File: src/hw/rtl/bfd_pkg.sv
package bfd_pkg;

	localparam int MAX_OUT_WIDTH  = 256;
	localparam int MAX_SCALE      = 16;
	localparam int MAX_OUT_HEIGHT = 4095;
	localparam int MAX_ROW_PIXELS = 4096;

	localparam int SCALE_W    = 5;
	localparam int OUT_W_W    = 9;
	localparam int OUT_H_W    = 12;
	localparam int ROW_W      = 13;
	localparam int CFG_DATA_W = 13;
	localparam int CFG_IDX_W  = 2;

	localparam int COLOR_W = 8;
	localparam int SUB_W   = $clog2(MAX_SCALE);
	localparam int INCOL_W = ROW_W - 1;
	// block sum; saturates at all ones, which is past 255 * scale * scale
	localparam int SUM_W       = $clog2(MAX_SCALE * MAX_SCALE * 255 + 1);
	localparam int RECIP_SHIFT = 24;
	localparam int RECIP_W     = RECIP_SHIFT + 1;
	localparam int PROD_W      = SUM_W + RECIP_W;
	localparam int MEAN_W      = PROD_W - RECIP_SHIFT;

	localparam int QUEUE_DEPTH = 4;

	typedef enum logic [CFG_IDX_W-1:0] {
		CFG_SCALE      = 2'd0,
		CFG_OUT_WIDTH  = 2'd1,
		CFG_OUT_HEIGHT = 2'd2,
		CFG_ROW_PIXELS = 2'd3
	} cfg_reg_e;

	typedef struct packed {
		logic [SCALE_W-1:0] scale;
		logic [OUT_W_W-1:0] out_width;
		logic [OUT_H_W-1:0] out_height;
		logic [ROW_W-1:0]   row_pixels;
	} cfg_t;

	typedef struct packed {
		logic [COLOR_W-1:0] red;
		logic [COLOR_W-1:0] green;
		logic [COLOR_W-1:0] blue;
		logic               start_of_frame;
	} pix_in_t;

	typedef struct packed {
		logic [COLOR_W-1:0] avg_red;
		logic [COLOR_W-1:0] avg_green;
		logic [COLOR_W-1:0] avg_blue;
		logic               frame_end;
	} pix_out_t;

	// accumulate request passed from front to back (column index travels beside it)
	typedef struct packed {
		logic [COLOR_W-1:0] red;
		logic [COLOR_W-1:0] green;
		logic [COLOR_W-1:0] blue;
		logic               first;
		logic               last;
		logic               frame_end;
	} op_t;

	typedef logic [2:0][SUM_W-1:0] sums_t;

	// ceil(2^24 / (s*s)) for s = 1..16; exact floor division for sums below 2^16
	localparam logic [RECIP_W-1:0] RECIP [MAX_SCALE] = '{
		25'd16777216, 25'd4194304, 25'd1864136, 25'd1048576,
		25'd671089,   25'd466034,  25'd342393,  25'd262144,
		25'd207127,   25'd167773,  25'd138655,  25'd116509,
		25'd99274,    25'd85599,   25'd74566,   25'd65536
	};

	function automatic logic [SCALE_W-1:0] scale_eff(input logic [SCALE_W-1:0] s);
		logic [SCALE_W-1:0] r;
		if (s == '0) begin
			r = SCALE_W'(1);
		end else if (s > SCALE_W'(MAX_SCALE)) begin
			r = SCALE_W'(MAX_SCALE);
		end else begin
			r = s;
		end
		return r;
	endfunction

endpackage

File: src/hw/rtl/bfd_queue.sv
module bfd_queue #(
	parameter int W     = 32,
	parameter int DEPTH = bfd_pkg::QUEUE_DEPTH
) (
	input  logic         clk,
	input  logic         arst_n,
	input  logic         push,
	input  logic [W-1:0] wdata,
	output logic         ready,
	input  logic         pop,
	output logic         valid,
	output logic [W-1:0] rdata
);

	localparam int PTR_W = (DEPTH > 1) ? $clog2(DEPTH) : 1;
	localparam int CNT_W = $clog2(DEPTH + 1);

	logic [W-1:0]     store_q [DEPTH];
	logic [PTR_W-1:0] wr_ptr_q;
	logic [PTR_W-1:0] rd_ptr_q;
	logic [CNT_W-1:0] count_q;
	logic             do_push;
	logic             do_pop;

	assign ready   = (count_q != CNT_W'(DEPTH));
	assign valid   = (count_q != '0);
	assign rdata   = store_q[rd_ptr_q];
	assign do_push = push && ready;
	assign do_pop  = pop && valid;

	always_ff @(posedge clk) begin
		if (do_push) begin
			store_q[wr_ptr_q] <= wdata;
		end
	end

	always_ff @(posedge clk or negedge arst_n) begin
		if (!arst_n) begin
			wr_ptr_q <= '0;
			rd_ptr_q <= '0;
			count_q  <= '0;
		end else begin
			if (do_push) begin
				wr_ptr_q <= (wr_ptr_q == PTR_W'(DEPTH - 1)) ? '0 : wr_ptr_q + 1'b1;
			end
			if (do_pop) begin
				rd_ptr_q <= (rd_ptr_q == PTR_W'(DEPTH - 1)) ? '0 : rd_ptr_q + 1'b1;
			end
			if (do_push && !do_pop) begin
				count_q <= count_q + 1'b1;
			end else if (do_pop && !do_push) begin
				count_q <= count_q - 1'b1;
			end
		end
	end

endmodule

File: config.mk
export PLATFORM = sky130hd
export DESIGN_NAME = bfd_queue
export DESIGN_NICKNAME = d
export VERILOG_FILES = /design/src/hw/rtl/bfd_pkg.sv /design/src/hw/rtl/bfd_queue.sv
export SDC_FILE = /design/constraint.sdc
export NUM_CORES = 1
export LEC_CHECK = 0
export ABC_AREA = 1
export BUFFER_PORTS_ARGS = -buffer_cell sky130_fd_sc_hd__buf_4
export CORE_MARGIN = 2
export CORE_UTILIZATION = 57
export DETAILED_ROUTE_END_ITERATION = 10
export HOLD_SLACK_MARGIN = 0.03
export PLACE_DENSITY = 0.9
export SYNTH_ARGS = -nofsm -noshare
export SYNTH_HDL_FRONTEND = slang
export SYNTH_SLANG_ARGS = --single-unit
export TNS_END_PERCENT = 5
File: constraint.sdc
create_clock -name clk -period 3.4 [get_ports clk]
set_input_delay 0.68 -clock clk [delete_from_list [all_inputs] [get_ports clk]]
set_output_delay 0.68 -clock clk [all_outputs]
set_load 0.01 [all_outputs]
# After elaboration in Yosys (flattened, before gate mapping)
# Memories as Yosys holds them, arrays and structs flattened.
# Index checks and enable logic that the tools add are counted.
dict set report totals {
  ramBits 128
  n_memories 1
  register_bits 7
  elab_cells 25
  in_bits 36
}
dict set report op_classes {
  n_reduce_logical 8
  n_addsub 4
  eq_ne 3
  mux 6
}
# memory depth word_bits rd rd_ports_with_merged_regs write_ports line
set mem_list {}
lappend mem_list {store_q 4 32 1 0 1 bfd_queue.sv:18} ;# logic [W-1:0] store_q [DEPTH];
# operator count
set op_table {}
lappend op_table {{2-to-1 mux 3 bit} 2}
lappend op_table {{adder 2 x 1 -> 2 bit (second input constant)} 2}
lappend op_table {{== test 2 bit (second input constant)} 2}
lappend op_table {{logical AND 1 bit} 4}
lappend op_table {{2-to-1 mux 2 bit} 2}
lappend op_table {{adder 3 x 1 -> 3 bit (second input constant)} 1}
lappend op_table {{inequality test 3 bit (second input constant)} 1}
lappend op_table {{nonzero test 3 bit} 1}
lappend op_table {{subtractor 3 x 1 -> 3 bit (second input constant)} 1}
lappend op_table {{zero test 1 bit} 2}
lappend op_table {{2-to-1 mux 1 bit} 2}
lappend op_table {{nonzero test 2 bit} 1}

# Logic depth before layout (Yosys ltp)
dict set report logic_depth {
  word_depth 6
  mapped_depth 12
}

# Least setup slack after synthesis
# Ideal clock, no wire load.
dict set report synth_timing {
  path_kind {input port to flip-flop}
  startpoint {input port push}
  endpoint {memory store_q[0][0] (enable)}
  cell_stages 2
  arrival_ns 2.185
  setup_ns 0.421
  slack_ns 0.794
  cell_sequence {nand2_1 > nor2_1}
}
dict set report synth_via {
  elab_chain_len 3
}
# element line
set synth_rtl {}
lappend synth_rtl {{start, declared} bfd_queue.sv:7} ;# input logic push,
lappend synth_rtl {{logical AND 1 bit} bfd_queue.sv:28} ;# assign do_push = push && ready;
lappend synth_rtl {{2-to-1 mux 1 bit} bfd_queue.sv:32} ;# if (do_push) begin
lappend synth_rtl {{2-to-1 mux 1 bit (implied by the code)} bfd_queue.sv:33} ;# store_q[wr_ptr_q] <= wdata;
lappend synth_rtl {{end, declared} bfd_queue.sv:18}
# No other way between the ends.

# Final worst setup path
dict set report layout_timing {
  startpoint {register rd_ptr_q[1]}
  endpoint {output port rdata[25]}
}
dict set report layout_via {
  elab_chain_len 1
}
# element line
set layout_rtl {}
lappend layout_rtl {{start, declared} bfd_queue.sv:20} ;# logic [PTR_W-1:0] rd_ptr_q;
lappend layout_rtl {{start signal, assigned} bfd_queue.sv:47} ;# rd_ptr_q <= (rd_ptr_q == PTR_W'(DEPTH - 1)) ? '0 : rd_ptr_q + 1'b1;
lappend layout_rtl {{memory read (4 x 32 bit)} -}
lappend layout_rtl {{end, declared} bfd_queue.sv:12} ;# output logic [W-1:0] rdata
# No other way between the ends.

==> flow_summary_export.csv <==
group,metric,value,unit
final_layout,syn_to_final_growth,23.7,%
timing,finalHoldViolCount,0,
synth,netlist_area,5490,µm²
clock_tree,cts_tree,"yes",
clock_tree,cts_resized,0,
route,drt_iter0_drc,324,
power,powerDensity,924,nW/µm²
final_layout,multi_input_area,1100,µm²
global_routing,gr-usage-met1,26.3,%
global_routing,grtUsageTotal,23.2,%
critical_path,worstPathRequired,2.72,ns
critical_path,cp-start-kind,"flop",
die,io_pins,70,
synth,ys_types,17,
run_status,status,"finished clean",
clock_tree,cts_setup_buffers,0,
global_routing,antenna_found_initial,0,
global_routing,grt-ovfl-total,0,
clock_tree,cts_buffers,17,
placement,io_buffers,69,
die,start_util,59.1,%
global_routing,grt_pass1_wl,17.2,mm
global_routing,grt_max_degree,51,
placement,place_congestion,0.698,
final_layout,fillCellCount,532,
route,ant_nets,0,
timing,tns,0,ns
clock_tree,cts_hold_buffers,1,
synth,yosysTopAreaCell,"edfxtp_1",
synth,synth_nets,475,
timing,layout_min_cycle_time,2.67,ns
synth,synthTopCellsByArea,"edfxtp_1 70%, o211ai_1 8.8%, nand2_1 7.6%, inv_1 5.3%, dfrtp_1 3.2%",
power,ir_worst_vdd,0.625,mV
synth,yosysTopAreaCellShare,70.1,%
timing,maxSlewViolCount,0,
synth,syn_avg_cell_area,12.7,µm²
route,vias,3493,
flow_run,maxCapViolCount,0,
clock_tree,path_clk_slew,0.06,ns
global_routing,grt_util_met3,7.93,%
route,wl_per_cell,17.3,µm
final_layout,layout.nets,551,
die,coreArea,9280,µm²
timing,skew,0.0110,ns
timing,rsz0062_at_grt,"false",
route,via_per_inst,5.37,
synth,yosys_warnings,0,
min_path,hold_path_class,"input pin to flop",
power,p_leak,0.00276,µW
placement,hpwl,5.92,mm
clock_tree,clock_path_buffers,2,
timing,worst_pin_slew,0.665,ns
die,fp.dieH,102,µm
route,drt_pass1_iterations,5,
clock_tree,ctsRootBufferMaster,"clkbuf_8",
timing,fin_crit_sh,78.6,%
die,die_x,102,µm
critical_path,critPathCaptureType,"output pin",
global_routing,grt_use_met2,39.0,%
critical_path,r2r_setup_slack,1.19,ns
critical_path,critPathMaxFanout,32,
route,routed_wirelength,11.3,mm
critical_path,setup.worst_path.class,"flop to output pin",
synth,ys_ff_latch,135,
min_path,worst_hold_path.num_cells,1,
die,num_rows,35,
timing,max_clock_freq,374,MHz
critical_path,r2r_cells,9,
final_layout,layout-drive-gt1-share,22.1,%
critical_path,worstPathArrival,1.99,ns
clock_tree,htreeDepth,4,
global_routing,first_global_vias,3517,
synth,netlist_instances,432,
synth,seq_area_frac_synth,73.2,%
final_layout,instances_no_fill,650,
route,drcViolationCount,0,
global_routing,top_usage_layer,"met2",
final_layout,seqCellArea,4020,µm²
placement,dpl.cell_count,617,
clock_tree,cts_sinks,135,
timing,setup_viol,0,
clock_tree,clkLatencyLatePin,0.54,ns
timing,max_slew_margin,55.6,%
final_layout,num_antenna_cells,0,
die,dieArea,10400,µm²
-- logic make-up after synthesis --
group / Yosys count / synth area share, %
AOI/OAI and AO/OA: 65 / 8.85
xor gates and xnor gates: 1 / 0.160
adders and majority gates: 7 / 1.73
buffers and inverters: 99 / 7.25
DFF: 135 / 73.2
and+or+nand+nor: 125 / 8.76
-- synth_stat cells --
master	instances
inv_1	77
ha_1	6
nand2_1	111
o211ai_1	64
o21ai_0	1
fa_1	1
inv_2	1
nand3_1	7
clkbuf_1	1
buf_2	18
xnor2_1	1
buf_4	1
nand4_1	1
nor2_1	6
buf_1	1
edfxtp_1	128
dfrtp_1	7
-- layout make-up --
cell class / count / area share, %
Sequential cell: 135 / 59.3
Multi-Input combinational cell: 198 / 16.2
Timing Repair Buffer: 78 / 8.85
Clock buffer: 17 / 6.10
Clock inverter: 15 / 2.86
Inverter: 78 / 4.31
Tap cell: 129 / 2.38
-- critical path: stages, from the launching register on --
cell      delay, ns
dfrtp_1        0.41
inv_2          0.50
o211ai_1       0.27
nand2_1        0.14
buf_4          0.13
-- flip-flops by register name, indices dropped and copies added, names as in the netlist --
register and count:
count_q 3, wr_ptr_q 2, rd_ptr_q 2, store_q 128
-- metal layers --
metal	vias up	routed length, µm
li1	1636	-
met1	1685	4350
met2	152	5890
met3	20	790
met4	0	232
met5	-	0
-- cells in the final DEF, fill, tap and decap left out, drive strengths merged --
| master | instances |
|---|---|
| buf | 77 |
| dlygate4sd3 | 1 |
| o21ai | 1 |
| clkbuf | 17 |
| dfrtp | 7 |
| inv | 83 |
| xnor2 | 1 |
| o211ai | 64 |
| nand2 | 111 |
| edfxtp | 128 |
| bufinv | 3 |
| fa | 1 |
| ha | 6 |
| nand4 | 1 |
| clkinvlp | 3 |
| nor2 | 6 |
| nand3 | 7 |
| clkinv | 4 |
-- path summary, 6_finish.rpt --
path	from	to
min reg2reg	count_q[2]$_DFFE_PN0P_	count_q[2]$_DFFE_PN0P_
max reg2reg	count_q[0]$_DFFE_PN0P_	count_q[1]$_DFFE_PN0P_
max in group asynchronous	arst_n	rd_ptr_q[0]$_DFFE_PN0P_
max	rd_ptr_q[1]$_DFFE_PN0P_	rdata[25]
min	wdata[16]	store_q[2][16]$_DFFE_PP_
min in group asynchronous	arst_n	count_q[1]$_DFFE_PN0P_
-- report_power, final --
part	switching (µW)	internal, µW
sequential	134	2200
clock	730	1130
combinational	1270	805
total	2130	4140
-- metrics by stage --
stage                     total power, µW  hold slack, ns  util, %  worst slack, ns  instance area [µm²]
after floorplan                      3540           0.384        -            0.794                 5490
after global placement               4290           0.478     66.4             1.22                 6170
after detailed placement             4380           0.493     66.4             1.15                 6170
after CTS                            6300           0.319     73.1            0.698                 6790
final                                6270           0.343     73.1            0.728                 6790
after global routing                 6580           0.311     73.1            0.646                 6790
Note: power is estimated with default switching activity, not from simulation.
