`config.mk`:
```
export PLATFORM = sky130hd
export DESIGN_NAME = bfd_front
export DESIGN_NICKNAME = d
export VERILOG_FILES = /design/src/hw/rtl/bfd_pkg.sv /design/src/hw/rtl/bfd_front.sv
export SDC_FILE = /design/constraint.sdc
export NUM_CORES = 1
export LEC_CHECK = 0
export ABC_AREA = 0
export BUFFER_PORTS_ARGS = -buffer_cell sky130_fd_sc_hd__buf_2
export CAP_MARGIN = 20
export CORE_ASPECT_RATIO = 0.8
export CORE_MARGIN = 2
export CORE_UTILIZATION = 55
export DETAILED_ROUTE_END_ITERATION = 16
export GPL_TIMING_DRIVEN = 0
export MAX_ROUTING_LAYER = met4
export PLACE_DENSITY = 0.81
export SLEW_MARGIN = 15
export SYNTH_ARGS = -nofsm -noshare
export SYNTH_HDL_FRONTEND = slang
export SYNTH_SLANG_ARGS = --single-unit
```
`constraint.sdc`:
```
create_clock -name clk -period 5.55 [get_ports clk]
set_input_delay 0.8325 -clock clk [delete_from_list [all_inputs] [get_ports clk]]
set_output_delay 0.8325 -clock clk [all_outputs]
set_load 0.05 [all_outputs]
```
`src/hw/rtl/bfd_pkg.sv`:
```
package bfd_pkg;

	localparam int MAX_OUT_WIDTH  = 256;
	localparam int MAX_SCALE      = 16;
	localparam int MAX_OUT_HEIGHT = 4095;
	localparam int MAX_ROW_PIXELS = 4096;

	localparam int SCALE_W    = 5;
	localparam int OUT_W_W    = 9;
	localparam int OUT_H_W    = 12;
	localparam int ROW_W      = 13;
	localparam int CFG_DATA_W = 13;
	localparam int CFG_IDX_W  = 2;

	localparam int COLOR_W = 8;
	localparam int SUB_W   = $clog2(MAX_SCALE);
	localparam int INCOL_W = ROW_W - 1;
	// block sum; saturates at all ones, which is past 255 * scale * scale
	localparam int SUM_W       = $clog2(MAX_SCALE * MAX_SCALE * 255 + 1);
	localparam int RECIP_SHIFT = 24;
	localparam int RECIP_W     = RECIP_SHIFT + 1;
	localparam int PROD_W      = SUM_W + RECIP_W;
	localparam int MEAN_W      = PROD_W - RECIP_SHIFT;

	localparam int QUEUE_DEPTH = 4;

	typedef enum logic [CFG_IDX_W-1:0] {
		CFG_SCALE      = 2'd0,
		CFG_OUT_WIDTH  = 2'd1,
		CFG_OUT_HEIGHT = 2'd2,
		CFG_ROW_PIXELS = 2'd3
	} cfg_reg_e;

	typedef struct packed {
		logic [SCALE_W-1:0] scale;
		logic [OUT_W_W-1:0] out_width;
		logic [OUT_H_W-1:0] out_height;
		logic [ROW_W-1:0]   row_pixels;
	} cfg_t;

	typedef struct packed {
		logic [COLOR_W-1:0] red;
		logic [COLOR_W-1:0] green;
		logic [COLOR_W-1:0] blue;
		logic               start_of_frame;
	} pix_in_t;

	typedef struct packed {
		logic [COLOR_W-1:0] avg_red;
		logic [COLOR_W-1:0] avg_green;
		logic [COLOR_W-1:0] avg_blue;
		logic               frame_end;
	} pix_out_t;

	// accumulate request passed from front to back (column index travels beside it)
	typedef struct packed {
		logic [COLOR_W-1:0] red;
		logic [COLOR_W-1:0] green;
		logic [COLOR_W-1:0] blue;
		logic               first;
		logic               last;
		logic               frame_end;
	} op_t;

	typedef logic [2:0][SUM_W-1:0] sums_t;

	// ceil(2^24 / (s*s)) for s = 1..16; exact floor division for sums below 2^16
	localparam logic [RECIP_W-1:0] RECIP [MAX_SCALE] = '{
		25'd16777216, 25'd4194304, 25'd1864136, 25'd1048576,
		25'd671089,   25'd466034,  25'd342393,  25'd262144,
		25'd207127,   25'd167773,  25'd138655,  25'd116509,
		25'd99274,    25'd85599,   25'd74566,   25'd65536
	};

	function automatic logic [SCALE_W-1:0] scale_eff(input logic [SCALE_W-1:0] s);
		logic [SCALE_W-1:0] r;
		if (s == '0) begin
			r = SCALE_W'(1);
		end else if (s > SCALE_W'(MAX_SCALE)) begin
			r = SCALE_W'(MAX_SCALE);
		end else begin
			r = s;
		end
		return r;
	endfunction

endpackage

```
`src/hw/rtl/bfd_front.sv`:
```
module bfd_front #(
	parameter int MAX_OUT_WIDTH = bfd_pkg::MAX_OUT_WIDTH,
	parameter int IDX_W         = $clog2(MAX_OUT_WIDTH)
) (
	input  logic                    clk,
	input  logic                    arst_n,
	input  bfd_pkg::cfg_t           cfg,
	input  logic                    px_valid,
	output logic                    px_ready,
	input  bfd_pkg::pix_in_t        px,
	output logic                    push,
	output logic [IDX_W-1:0]        push_idx,
	output bfd_pkg::op_t            push_op,
	input  logic                    q_ready
);

	localparam int COL_W = $clog2(MAX_OUT_WIDTH + 1);
	localparam int OWC_W = (COL_W > bfd_pkg::OUT_W_W) ? COL_W : bfd_pkg::OUT_W_W;
	localparam int SW    = bfd_pkg::SCALE_W;
	localparam int HW    = bfd_pkg::OUT_H_W;
	localparam int RW    = bfd_pkg::ROW_W;
	localparam int ICW   = bfd_pkg::INCOL_W;
	localparam int SBW   = bfd_pkg::SUB_W;

	logic [ICW-1:0]   in_column_q;
	logic [SBW-1:0]   sub_column_q;
	logic [COL_W-1:0] out_column_q;
	logic [SBW-1:0]   sub_row_q;
	logic [HW-1:0]    out_row_q;
	logic             frame_done_q;

	logic [SW-1:0]    s;
	logic [OWC_W-1:0] ow;
	logic [HW-1:0]    oh;
	logic [RW-1:0]    rp;

	logic [ICW-1:0]   ic;
	logic [SBW-1:0]   sc;
	logic [COL_W-1:0] oc;
	logic [SBW-1:0]   sr;
	logic [HW-1:0]    orow;
	logic             fd;

	logic [RW-1:0]    ic_inc;
	logic [SW-1:0]    sc_inc;
	logic [SW-1:0]    sr_inc;
	logic             col_ok;
	logic             row_ok;
	logic             first;
	logic             last;
	logic             accept;

	logic [ICW-1:0]   ic_nxt;
	logic [SBW-1:0]   sc_nxt;
	logic [COL_W-1:0] oc_nxt;
	logic [SBW-1:0]   sr_nxt;
	logic [HW-1:0]    orow_nxt;

	always_comb begin
		s  = bfd_pkg::scale_eff(cfg.scale);
		ow = OWC_W'(cfg.out_width);
		if (ow == '0) begin
			ow = OWC_W'(1);
		end else if (ow > OWC_W'(MAX_OUT_WIDTH)) begin
			ow = OWC_W'(MAX_OUT_WIDTH);
		end
		oh = (cfg.out_height == '0) ? HW'(1) : cfg.out_height;
		rp = cfg.row_pixels;
		if (rp == '0) begin
			rp = RW'(1);
		end else if (rp > RW'(bfd_pkg::MAX_ROW_PIXELS)) begin
			rp = RW'(bfd_pkg::MAX_ROW_PIXELS);
		end
	end

	// start of frame clears the position before the pixel is placed
	always_comb begin
		if (px.start_of_frame) begin
			ic   = '0;
			sc   = '0;
			oc   = '0;
			sr   = '0;
			orow = '0;
			fd   = 1'b0;
		end else begin
			ic   = in_column_q;
			sc   = sub_column_q;
			oc   = out_column_q;
			sr   = sub_row_q;
			orow = out_row_q;
			fd   = frame_done_q;
		end
	end

	assign col_ok = (OWC_W'(oc) < ow);
	assign row_ok = (orow < oh);
	assign first  = (sr == '0) && (sc == '0);
	assign last   = (SW'(sr) == s - 1'b1) && (SW'(sc) == s - 1'b1);

	assign px_ready = q_ready;
	assign accept   = px_valid && px_ready;
	assign push     = accept && !fd && col_ok && row_ok;
	assign push_idx = oc[IDX_W-1:0];

	always_comb begin
		push_op.red       = px.red;
		push_op.green     = px.green;
		push_op.blue      = px.blue;
		push_op.first     = first;
		push_op.last      = last;
		push_op.frame_end = last && (OWC_W'(oc) == ow - 1'b1) && (orow == oh - 1'b1);
	end

	always_comb begin
		ic_inc   = RW'(ic) + 1'b1;
		sc_inc   = SW'(sc) + 1'b1;
		sr_inc   = SW'(sr) + 1'b1;
		ic_nxt   = ic;
		sc_nxt   = sc;
		oc_nxt   = oc;
		sr_nxt   = sr;
		orow_nxt = orow;
		if (!fd) begin
			if (ic_inc >= rp) begin
				ic_nxt = '0;
				sc_nxt = '0;
				oc_nxt = '0;
				if (sr_inc >= s) begin
					sr_nxt = '0;
					if (row_ok) begin
						orow_nxt = orow + 1'b1;
					end
				end else begin
					sr_nxt = sr_inc[SBW-1:0];
				end
			end else begin
				ic_nxt = ic_inc[ICW-1:0];
				if (sc_inc >= s) begin
					sc_nxt = '0;
					if (col_ok) begin
						oc_nxt = oc + 1'b1;
					end
				end else begin
					sc_nxt = sc_inc[SBW-1:0];
				end
			end
		end
	end

	always_ff @(posedge clk or negedge arst_n) begin
		if (!arst_n) begin
			in_column_q  <= '0;
			sub_column_q <= '0;
			out_column_q <= '0;
			sub_row_q    <= '0;
			out_row_q    <= '0;
			frame_done_q <= 1'b0;
		end else if (accept) begin
			in_column_q  <= ic_nxt;
			sub_column_q <= sc_nxt;
			out_column_q <= oc_nxt;
			sub_row_q    <= sr_nxt;
			out_row_q    <= orow_nxt;
			frame_done_q <= fd || (push && push_op.frame_end);
		end
	end

endmodule

```
== Word level (Yosys, flattened, before mapping) ==
Cells that the tools add are included.
Widths: inputs -> output; s select.

* Input bits: 68
* Output and inout port bits: 37
* Bits in registers: 42
* Bits in latches: 0
* Memory bits (writable): 0
* Memories: 0
* Memory bits (read-only): 0
* Logic and storage cells: 72

* Reduce and logical (&&, ||, !) cells: 17
* Div/mod/pow operators: 0
* Order comparisons: 8
* Multiply operators: 0
* Bitwise operators: 0
* Muxes and demuxes: 29
* Shifts and indexed selects: 0
* Eq/ne operators: 4
* Add/sub/neg operators: 8

{| class="wikitable"
|+ Operators by type and width
! operator !! number
|-
| $mux 12 || 9
|-
| $mux 9 || 7
|-
| $mux 4 || 8
|-
| $mux 13 || 2
|-
| $add 12x1->13 const B || 1
|-
| $ge 13x13->1 || 1
|-
| $gt 13x13->1 const B || 1
|-
| $logic_not 13->1 || 1
|-
| $add 12x1->12 const B || 1
|-
| $eq 12x12->1 || 1
|-
| $logic_not 12->1 || 1
|-
| $lt 12x12->1 || 1
|-
| $sub 12x1->12 const B || 1
|-
| $add 4x1->5 const B || 2
|-
| $eq 4x5->1 || 2
|-
| $ge 5x5->1 || 2
|-
| $mux 5 || 2
|-
| $add 9x1->9 const B || 1
|-
| $eq 9x9->1 || 1
|-
| $gt 9x9->1 const B || 1
|-
| $logic_and 1x1->1 || 9
|-
| $logic_not 9->1 || 1
|-
| $lt 9x9->1 || 1
|-
| $sub 9x1->9 const B || 1
|-
| 7 further kinds || 8
|}

== Longest topological paths before layout ==
* Depth after elaboration: 10
* Gate-level depth with buffers: 22
* Mapped depth without buffers: 16

== Least setup slack after synthesis ==
No wires, ideal clock.

* Kind: input port to flip-flop
* Start: in px[0] in the netlist's numbering
* End: reg out_column_q[7]
* Data arrival time: 5.103 ns
* Required time: 5.481 ns
* Stages: 21
* Path buffers: 6
* Library setup time: 0.069 ns
* Path slack: 0.378 ns
* Cell sequence: buf_2 buf_6 clkbuf_1 clkbuf_1 clkbuf_1 clkbuf_1 nor2b_1 ha_1 and3_1 and3_1 nand3_1 xor2_1 nor2_1 ha_1 a21oi_1 o21ai_1 a2111o_1 o21ai_1 nand2_1 or3_1 nand3_1

* Word-level cells in the longest chain between the ends: 6
* Elaborated cells between the ends (all ways): 14
* Classes of those cells: 3 x add/sub; 3 x order compare; 8 x mux

{| class="wikitable"
|+ Ends and longest elaborated chain
! item !! RTL line !! RTL
|-
| start: declaration || bfd_front.sv:10 || <nowiki>input bfd_pkg::pix_in_t px,</nowiki>
|-
| parallel branches: the longest is 5 deep, another holds $add 12x1->13 || n/a ||
|-
| $mux 9 * || bfd_front.sv:123 || <nowiki>if (!fd) begin</nowiki>
|-
| end signal: assignment || bfd_front.sv:161 || <nowiki>out_column_q <= oc_nxt;</nowiki>
|-
| end: declaration || bfd_front.sv:27 || <nowiki>logic [COL_W-1:0] out_column_q;</nowiki>
|}

Every way passes the cells marked *.
A chain may end at the register's enable or synchronous reset.

==> reports/metrics.yaml <==
timing:
  fmax_mhz: 195
  finClkSkew_ns: 0.00585
  tightest_slew_ns: 0.975
  worst_slew_margin_rel_pct: 35.0
  setup_viol_count_final: 0
  rsz0062_at_grt: "no"
  fin_crit_ns: 5.13
  hold_violations: 0
  finalCritPeriodShare_pct: 92.5
  slew_violations: 0
critical_path:
  worstSetupEndpoint: "push_op[0]"
  path_depth: 13
  end_kind: "output pin"
  startpoint: "cfg[17]"
  rrSetupSlack_ns: 1.58
  r2r-end: "out_column_q[5]$_DFFE_PN0P_"
  crit_fanout: 5
  max_stage_delay_ns: 0.48
  crit_type: "in2out"
  critPathLaunchType: "primary input"
  cp.required_ns: 4.72
  worstPathCellList: "buf_2 -> nor4_4 -> nand2_1 -> nor3_1 -> a21oi_1 -> ha_1 -> xnor2_1 -> a2111oi_0 -> nand4_1 -> or4_1 -> nor4_1 -> o2111a_2 -> buf_2"
  path_delay_family: "simple AND/OR/NAND/NOR gates"
  cp_slowest_cell: "or4_1"
  timing.rr.start: "in_column_q[0]$_DFFE_PN0P_"
  cp.buffers_inverters: 2
  reg2reg_depth: 16
  crit_arrival_ns: 4.30
  crit_top_cell: "buf_2"
route:
  via_count: 4675
  drtIter0Drc: 295
  via_per_inst: 5.78
  wl_per_cell_um: 14.8
  dr.pass1.iters: 5
  totalWireLength_um: 12000
  post-route-drc-count: 0
  ant_nets: 0
power_and_ir_drop:
  sw_frac_of_total_pct: 34.9
  power_mw: 0.850
  p_per_area_nw_per_um2: 156
  intPower_mw: 0.553
  power.switching_mw: 0.297
  pwr-share-comb_pct: 32.2
  seq_power_share_pct: 38.6
  power_leakage_nw: 2.69
  peakVddDrop_uv: 157
  pwr-share-clk_pct: 29.2
global_routing:
  gr-usage-all-layers_pct: 27.2
  grt_pass1_wl_um: 20300
  grt_max_degree: 43
  grt_pass1_vias: 4462
  antenna_found_initial: 0
  overflow: 0
synthesis:
  synth_area_um2: 4780
  synth_seq_area_share_pct: 22.0
  ys_ff_latch: 42
  synth_top_area_cell: "dfrtp_1"
  synth.top_cell.area_share_pct: 22.0
  synth-edff-count: 0
  ys_types: 68
  syn_nets: 735
  synth_ff_type: "dfrtp_1"
  synthesis.instances: 613
  synth_warnings: 0
  syn_area_per_cell_um2: 7.80
  synthTopCellsByArea: "dfrtp_1 (22%), ha_1 (14%), nand2_1 (6.4%)"
  async_reset_ff_share_pct: 100
finish:
  fin_cells: 809
  final_common_cell: "nand2_1"
  antenna_cells: 0
  drive_gt1_share_pct: 19.7
  area_growth_pct: 13.8
  fin_nets: 818
  most-common-layout-cells: "nand2_1 (81), buf_2 (80), ha_1 (54), nor2_1 (42), dfrtp_1 (42)"
  final_util_pct: 64.2
  fillers: 761
place:
  place_hpwl_um: 9810
  place_congestion: 0.949
  numPortBuffers: 79
  place_inst: 804
clock_network:
  clk_pin_slew_ns: 0.09
  postCtsSetupRepairBufs: 0
  cts_sinks: 42
  ctsHoldBuffers: 0
  cts_htree_levels: 2
  clock_path_buffers: 2
  root_buffer: "clkbuf_8"
  cts-buffers-inserted: 5
  clk_latency_ns: 0.29
  cts_tree: "yes"
worst_hold_path:
  min_path_type: "reg2reg"
floorplanning:
  initial_core_util_pct: 56.4
  core_um2: 8480
  die_area_um2: 9460
  dieWidth_um: 108
  io_pins: 105
  rows: 30
  die_y_um: 87.4
run:
  maxCapViolCount: 0
run_status:
  status: "finished clean"
synth_stat cells, drive strengths merged (3+ instances only):
cell and instances:
nand2 81, ha 54, dfrtp 42, nor2 42
o21ai 42, buf 31, xnor2 30, inv 27
nand3 26, nor2b 24, nand2b 22, a21oi 20
xor2 19, and3 16, clkbuf 16, nor3 16
a22o 10, nor4 10, a31oi 7, nand4 7
o211ai 5, or4 5, a21o 4, and2 4
a2111oi 3, o2111ai 3, o21a 3, o31ai 3
what timing repair did:
action                                  4_1_cts  5_1_grt
resized for setup                             3        2
cloned                                        0        0
endpoints found under the setup margin       42        4
worst register-to-register path: cells and delay by family, from the launching register on:
family          cells  cell delay [ns]
fa+ha+maj           2             0.56
simple gates        7             1.29
compound gates      6             1.53
xor+xnor            1             0.15
flops               1             0.38
cell families after synthesis:
| logic type | share of synthesized area (%) |
|---|---|
| xor+xnor | 8.97 |
| simple gates | 28.3 |
| mux | 0.680 |
| buf+inv | 8.76 |
| compound gates | 17.2 |
| flops | 22.0 |
| fa+ha+maj | 14.1 |
cell type report:
class,instances,area [um^2],area share (%)
clock buffers,6,72.6,1.33
clock inverters,2,37.5,0.689
flip-flops and latches,42,1050,19.3
repair buffers,79,395,7.26
multi-input cells,495,3340,61.3
plain buffers,45,304,5.58
well taps,112,140,2.57
inverters,28,105,1.93
per-stage QoR:
step | TNS, ns | hold slack, ns | setup WS (ns) | instance area, um^2
after floorplan | 0 | 0.442 | 0.378 | 4780
after global placement | -32.86 | 0.461 | -1.23 | 5320
after detailed placement | -36.74 | 0.471 | -1.30 | 5320
after CTS | 0 | 0.491 | 0.0156 | 5430
after global routing | 0 | 0.529 | 0.123 | 5440
final | 0 | 0.505 | 0.417 | 5440
state kept, by name, summed over array words and instances (netlist names):
name and cells:
frame_done_q 1, in_column_q 12, out_column_q 9, out_row_q 12, sub_column_q 4, sub_row_q 4
how the worst min path moves through the flow:
stage                                from                         end  cells after the start
6_report       in_column_q[5]$_DFFE_PN0P_  in_column_q[5]$_DFFE_PN0P_                      2
5_1_grt        in_column_q[8]$_DFFE_PN0P_  in_column_q[8]$_DFFE_PN0P_                      2
4_1_cts        in_column_q[5]$_DFFE_PN0P_  in_column_q[5]$_DFFE_PN0P_                      2
3_5_place_dp   in_column_q[5]$_DFFE_PN0P_  in_column_q[5]$_DFFE_PN0P_                      2
3_3_place_gp   in_column_q[5]$_DFFE_PN0P_  in_column_q[5]$_DFFE_PN0P_                      2
2_1_floorplan  in_column_q[5]$_DFFE_PN0P_  in_column_q[5]$_DFFE_PN0P_                      2
metal layers:
| metal | track usage, % | part of all wire, % | vias up | wire length, um |
|---|---|---|---|---|
| li1 | - | - | 2320 | - |
| met1 | 35.9 | 46 | 2180 | 5580 |
| met2 | 45.2 | 46 | 156 | 5460 |
| met3 | 3.81 | 6.9 | 19 | 829 |
| met4 | 5.01 | 1.0 | 0 | 123 |
| met5 | - | 0 | - | 0 |
power groups by stage:
stage / clock network (mW) / logic [mW] / registers [mW]
detailed placement: 0 / 0.272 / 0.334
floorplan: 0 / 0.194 / 0.331
global placement: 0 / 0.264 / 0.333
CTS: 0.250 / 0.273 / 0.328
finish: 0.249 / 0.274 / 0.328
global route: 0.262 / 0.304 / 0.330
Power figures use the tool's default switching activity.
